===== config.mk =====
export PLATFORM = sky130hd
export DESIGN_NAME = crfl_out_reg_flat
export DESIGN_NICKNAME = d
export VERILOG_FILES = /design/src/hdl/crfl_pkg.sv /design/src/hdl/crfl_rsp_if.sv /design/src/hdl/crfl_out_reg.sv /design/src/flat_wrapper.sv
export SDC_FILE = /design/constraint.sdc
export NUM_CORES = 1
export LEC_CHECK = 0
export BUFFER_PORTS_ARGS = -buffer_cell sky130_fd_sc_hd__buf_2
export CELL_PAD_IN_SITES_DETAIL_PLACEMENT = 0
export CELL_PAD_IN_SITES_GLOBAL_PLACEMENT = 1
export CORE_AREA = 3 3 78 80
export CTS_BUF_LIST = sky130_fd_sc_hd__clkbuf_4 sky130_fd_sc_hd__clkbuf_8 sky130_fd_sc_hd__clkbuf_16
export CTS_CLUSTER_SIZE = 10
export DETAILED_ROUTE_END_ITERATION = 12
export DIE_AREA = 0 0 81 83
export GPL_ROUTABILITY_DRIVEN = 0
export PLACE_DENSITY_LB_ADDON = 0.25
export SYNTH_ARGS = -nofsm -noshare
export SYNTH_HDL_FRONTEND = slang
export SYNTH_SLANG_ARGS = --single-unit

===== constraint.sdc =====
create_clock -name clk -period 7.47 [get_ports clk]
set_input_delay 1.1205 -clock clk [delete_from_list [all_inputs] [get_ports clk]]
set_output_delay 1.1205 -clock clk [all_outputs]
set_load 0.01 [all_outputs]

===== src/hdl/crfl_pkg.sv =====
`timescale 1ns / 1ps
`default_nettype none
// ----------------------------------------------------------------------------
// crfl_pkg
// Shared constants, opcode and status codes, and the result record of the
// contiguous-run free list.
// ----------------------------------------------------------------------------
package crfl_pkg;

	// Default number of list entries
	localparam int CRFL_CAPACITY = 256;

	// Field widths fixed by the channel definitions
	localparam int SLOT_W = 32;
	localparam int LEN_W  = 9;
	localparam int POS_W  = 8;
	localparam int STAT_W = 2;

	// Opcodes
	localparam logic OP_FREE  = 1'b0;
	localparam logic OP_ALLOC = 1'b1;

	// Result status codes
	localparam logic [STAT_W-1:0] ST_FREED     = 2'd0;
	localparam logic [STAT_W-1:0] ST_FULL      = 2'd1;
	localparam logic [STAT_W-1:0] ST_FOUND     = 2'd2;
	localparam logic [STAT_W-1:0] ST_NOT_FOUND = 2'd3;

	// One result record
	typedef struct packed {
		logic [STAT_W-1:0] status;
		logic [SLOT_W-1:0] start_index;
		logic [POS_W-1:0]  list_position;
		logic [LEN_W-1:0]  run_count;
		logic [LEN_W-1:0]  entries_left;
	} crfl_res_t;

endpackage
`default_nettype wire


===== src/hdl/crfl_rsp_if.sv =====
`timescale 1ns / 1ps
`default_nettype none
// ----------------------------------------------------------------------------
// crfl_rsp_if
// Response channel: one result record per transfer.
// ----------------------------------------------------------------------------
interface crfl_rsp_if;
	logic        valid;
	logic        ready;
	logic [1:0]  status;
	logic [31:0] start_index;
	logic [7:0]  list_position;
	logic [8:0]  run_count;
	logic [8:0]  entries_left;

	modport source (output valid, output status, output start_index,
		output list_position, output run_count, output entries_left, input ready);
	modport sink (input valid, input status, input start_index,
		input list_position, input run_count, input entries_left, output ready);
endinterface
`default_nettype wire


===== src/hdl/crfl_out_reg.sv =====
`timescale 1ns / 1ps
`default_nettype none
// ----------------------------------------------------------------------------
// crfl_out_reg
// Output register: holds one finished result so the sequencer can take
// the next command while the consumer stalls.
// ----------------------------------------------------------------------------
module crfl_out_reg
	import crfl_pkg::*;
(
	input  wire logic      clk,
	input  wire logic      arst_n,
	input  wire logic      res_valid,
	output logic           res_ready,
	input  wire crfl_res_t res,
	crfl_rsp_if.source     rsp
);

	logic      valid_q;
	crfl_res_t data_q;

	assign res_ready = !valid_q || rsp.ready;

	// Load on a new result, drop after a transfer
	always_ff @(posedge clk or negedge arst_n) begin
		if (!arst_n) begin
			valid_q <= 1'b0;
		end else begin
			if (res_valid && res_ready) begin
				valid_q <= 1'b1;
				data_q  <= res;
			end else if (rsp.ready) begin
				valid_q <= 1'b0;
			end
		end
	end

	assign rsp.valid         = valid_q;
	assign rsp.status        = data_q.status;
	assign rsp.start_index   = data_q.start_index;
	assign rsp.list_position = data_q.list_position;
	assign rsp.run_count     = data_q.run_count;
	assign rsp.entries_left  = data_q.entries_left;

endmodule
`default_nettype wire


===== src/flat_wrapper.sv =====
// flat-port wrapper written by rule: the top's interface ports become plain ports
module crfl_out_reg_flat import crfl_pkg::*;
  (clk, arst_n, res_valid, res_ready, res, rsp_valid, rsp_status, rsp_start_index, rsp_list_position, rsp_run_count, rsp_entries_left, rsp_ready);
  crfl_rsp_if rsp_i ();
  input  wire logic clk;
  input  wire logic arst_n;
  input  wire logic res_valid;
  output logic res_ready;
  input  wire crfl_res_t res;
  output wire logic [$bits(rsp_i.valid)-1:0] rsp_valid;
  output wire logic [$bits(rsp_i.status)-1:0] rsp_status;
  output wire logic [$bits(rsp_i.start_index)-1:0] rsp_start_index;
  output wire logic [$bits(rsp_i.list_position)-1:0] rsp_list_position;
  output wire logic [$bits(rsp_i.run_count)-1:0] rsp_run_count;
  output wire logic [$bits(rsp_i.entries_left)-1:0] rsp_entries_left;
  input wire logic [$bits(rsp_i.ready)-1:0] rsp_ready;
  assign rsp_valid = rsp_i.valid;
  assign rsp_status = rsp_i.status;
  assign rsp_start_index = rsp_i.start_index;
  assign rsp_list_position = rsp_i.list_position;
  assign rsp_run_count = rsp_i.run_count;
  assign rsp_entries_left = rsp_i.entries_left;
  assign rsp_i.ready = rsp_ready;
  crfl_out_reg u_core (.clk(clk), .arst_n(arst_n), .res_valid(res_valid), .res_ready(res_ready), .res(res), .rsp(rsp_i));
endmodule

After elaboration in Yosys (flattened, before gate mapping):

Cells that the tools add are included.

* muxes and demuxes: 2
* reductions and logical operators: 5

Operators by type and width (count)
* $mux 1: 2
* $reduce_and 2->1: 1
* $reduce_bool 2->1: 1
* $logic_and 1x1->1: 1
* $logic_not 1->1: 1
* $logic_or 1x1->1: 1

* bits in registers: 61
* input port bits: 64
* output and inout port bits: 62
* word-level logic and storage cells: 13

Longest topological paths before layout:

* word-level depth: 4
* depth in mapped cells: 2

Worst setup path after synthesis:

Ideal clock, no wire load.

* path kind: input -> register
* start point: input port rsp_ready
* end point: register u_core.data_q (netlist bit u_core.rsp.entries_left[0]), enable pin
* library setup time: 0.425 ns
* arrival: 2.722 ns
* data required time: 7.045 ns
* setup slack: 4.323 ns
* stages: 2
* buffers on the path: 0
* path through: nand2b_4 and3_1

* cells in the longest elaborated chain, start to end: 3

RTL lines
* start, declared: line flat_wrapper.sv:16 `input wire logic [$bits(rsp_i.ready)-1:0] rsp_ready;`
* $logic_or 1x1->1: line crfl_out_reg.sv:22 `assign res_ready = !valid_q || rsp.ready;`
* $logic_and 1x1->1: line crfl_out_reg.sv:29 `if (res_valid && res_ready) begin`
* $reduce_and 2->1 (no source line)
* end signal, assigned: line crfl_out_reg.sv:31 `data_q <= res;`
* end, declared: line crfl_out_reg.sv:20 `crfl_res_t data_q;`

No other way between the ends.
A chain may end at the register's enable or synchronous reset.

Worst setup path after layout:

* start point: input port rsp_ready
* end point: output port res_ready

* cells in the longest elaborated chain, start to end: 1

RTL lines
* $logic_or 1x1->1: line crfl_out_reg.sv:22
* end, declared: line flat_wrapper.sv:8 `output logic res_ready;`

No other way between the ends.

==> impl_metrics.tcl <==
set metrics [dict create \
    endpoint_kind "primary output" \
    clk_pin_slew_ns 0.06 \
    cp.arrival_ns 1.48 \
    via_count 1121 \
    synth.top_cell.area_share_pct 97.2 \
    wl_per_cell_um 13.5 \
    cp_slowest_cell "nand2b_4" \
    synth_top_area_cell "edfxtp_1" \
    drc_errors 0 \
    setup_ws_ns 4.87 \
    power.density_nw_per_um2 244 \
    ctsResizeCount 0 \
    fmax_mhz 385 \
    worstSkewPairLatency_ns 0.32 \
    critPathTopFamily "buffers and inverters" \
    hold_path_depth 2 \
    pre_cts_slack_ns 4.71 \
    avgSynthCellArea_um2 29.0 \
    total_power_uw 666 \
    hold_viol_final 0 \
    drt_iter0_drc 33 \
    startpoint_type "primary input" \
    cap_violations 0 \
    die_h_um 83 \
    fin_crit_sh_pct 34.8 \
    ys_top_cells_by_count "60 x edfxtp_1, 1 x and3_1, 1 x dfrtp_1, 1 x nand2b_1, 1 x nand2b_4" \
    setup.worst_path.class "primary input to primary output" \
    initial_core_util_pct 33.9 \
    synth_seq_cells 61 \
    crit_buf_inv 2 \
    p_sw_share_pct 19.8 \
    slowest_delay_ns 0.13 \
    hold_buffers 0 \
    syn_inst 64 \
    worstReg2RegStart "u_core.rsp.valid$_DFFE_PN0P_" \
    htree_levels 3 \
    comb_power_share_pct 6.3 \
    root_buffer "clkbuf_8" \
    relSlewSlack_pct 65.2 \
    antenna_found_initial 0 \
    crit_path_start "rsp_ready" \
    ys.flop_type "edfxtp_1" \
    syn-num-nets 128 \
    worst_pin_slew_ns 0.522 \
    cts_made_buffers 9 \
    yosysSeqAreaShare_pct 98.6 \
    wl_um 3750 \
    vdd_ir_drop_max_mv 0.112 \
    cts_tree "done" \
    timing.reg2reg.setup_slack_ns 5.60 \
    maxSlewViolCount 0 \
    die_area_um2 6720 \
    setup-tns-final_ns 0 \
    clock_sinks 61 \
    holdPathEnd "u_core.rsp.valid$_DFFE_PN0P_" \
    worstRegToRegCells 3 \
    status "completed" \
    crit_chain "buf_2 > nand2b_4 > buf_2" \
    layout_min_cycle_time_ns 2.60 \
    grt_pass1_wl_um 5490 \
    yosysWarnings 0 \
    rsz0062_at_grt "no" \
    reg2reg_to "u_core.rsp.entries_left[2]$_DFFE_PP_" \
    crit_fanout 3 \
    grt_max_degree 38 \
    synth_area_um2 1850 \
    skew_ns 0.00574 \
    hold_slack_ns 0.538 \
    hp-class "flop to flop" \
    grt_usage_pct 11.4 \
    power_switching_uw 132 \
    async_flop_share_pct 1.64 \
    nets 265 \
    yosysMostFrequentCell "edfxtp_1" \
    area_delta_synth_final_pct 47.5 \
    p_seq_share_pct 59.2 \
    required_ns 6.35 \
    synth_cell_types 5 \
    dieWidth_um 81 \
    cts_setup_buffers 0 \
    drt-vias-per-instance 4.05 \
    portBuffers 125 \
    fp.coreArea_um2 5470 \
    num_antenna_cells 0 \
    synth_area_leaders "edfxtp_1 97%, dfrtp_1 1.4%, nand2b_4 0.74%, and3_1 0.34%, nand2b_1 0.34%" \
    cts_buffer_depth 2 \
    leakage_uw 0.00116 \
    dp_hpwl_um 2840 \
    antenna_left 0 \
    drive_gt1_share_pct 68.3 \
    worstHoldStart "u_core.rsp.valid$_DFFE_PN0P_" \
    grt_pass1_vias 1180 \
    dr.pass1.iters 4 \
    internal-power_uw 534 \
    clock_power_share_pct 34.5 \
    rows 27 \
    ios 126 \
    synth_edf_count 60 \
    setup_viol 0 \
    crit_top_cell "buf_2" \
    grt_overflow 0 \
]
worst min-delay path, stage by stage, from the launching register on:
cell      delay (ns)
dfrtp_1         0.38
nand2b_4        0.06
nand2b_1        0.06
metrics by stage:
step	utilization (%)	std cells	cell area [um^2]
6_report	49.9	277	2730
5_1_grt	49.9	277	2730
4_1_cts	49.9	277	2730
3_5_place_dp	47.1	262	2580
3_3_place_gp	47.1	262	2580
2_1_floorplan	-	64	1850
worst max path at each step:
stage	end	slack [ns]	cells past startpoint
after CTS	res_ready	4.87	3
final	res_ready	4.87	3
after global placement	u_core.rsp.run_count[6]$_DFFE_PP_	4.78	4
after detailed placement	u_core.rsp.start_index[21]$_DFFE_PP_	4.71	4
after global routing	res_ready	4.86	3
after floorplan	u_core.rsp.entries_left[0]$_DFFE_PP_	4.32	2
power groups by stage:
stage | clock (uW) | combinational, uW | sequential (uW)
2_1_floorplan | 0 | 5.71 | 410
3_3_place_gp | 0 | 41.7 | 402
3_5_place_dp | 0 | 42.9 | 402
4_1_cts | 242 | 42.9 | 395
5_1_grt | 255 | 46.3 | 396
6_report | 230 | 41.7 | 395
state kept, by name, summed over array words and instances (netlist names):
signal and count:
u_core.rsp.list_position 8, u_core.rsp.start_index 32, u_core.rsp.status 2, u_core.rsp.entries_left 9, u_core.rsp.valid 1, u_core.rsp.run_count 9
placed cells by master, fill, tap and decap left out, drive strengths merged:
cell type,netlist,layout
and3,1,1
buf,0,126
nand2b,2,2
edfxtp,60,60
clkinv,0,4
dfrtp,1,1
clkbuf,0,11
final cells by class:
class / count / area (um^2)
flip-flops and latches: 61 / 1830
well taps: 72 / 90.1
repair buffers: 126 / 633
clock buffers: 11 / 139
fillers: 484 / 2740
multi-input cells: 3 / 27.5
clock inverters: 4 / 16.3
cell families after synthesis:
family / share of synthesized area, %
AND/OR/NAND/NOR: 1.42
flip-flops: 98.6
metal layers:
metal  up-vias  share of wire, %  wire length (um)  GRT usage [%]
met5         -                 0                 0              0
met4         0               1.6                59           7.37
met3         5                17               655           7.48
met2        93                45              1700           17.2
met1       491                36              1330           11.3
li1        532                 -                 -              -
(Power assumes the default switching activity.)
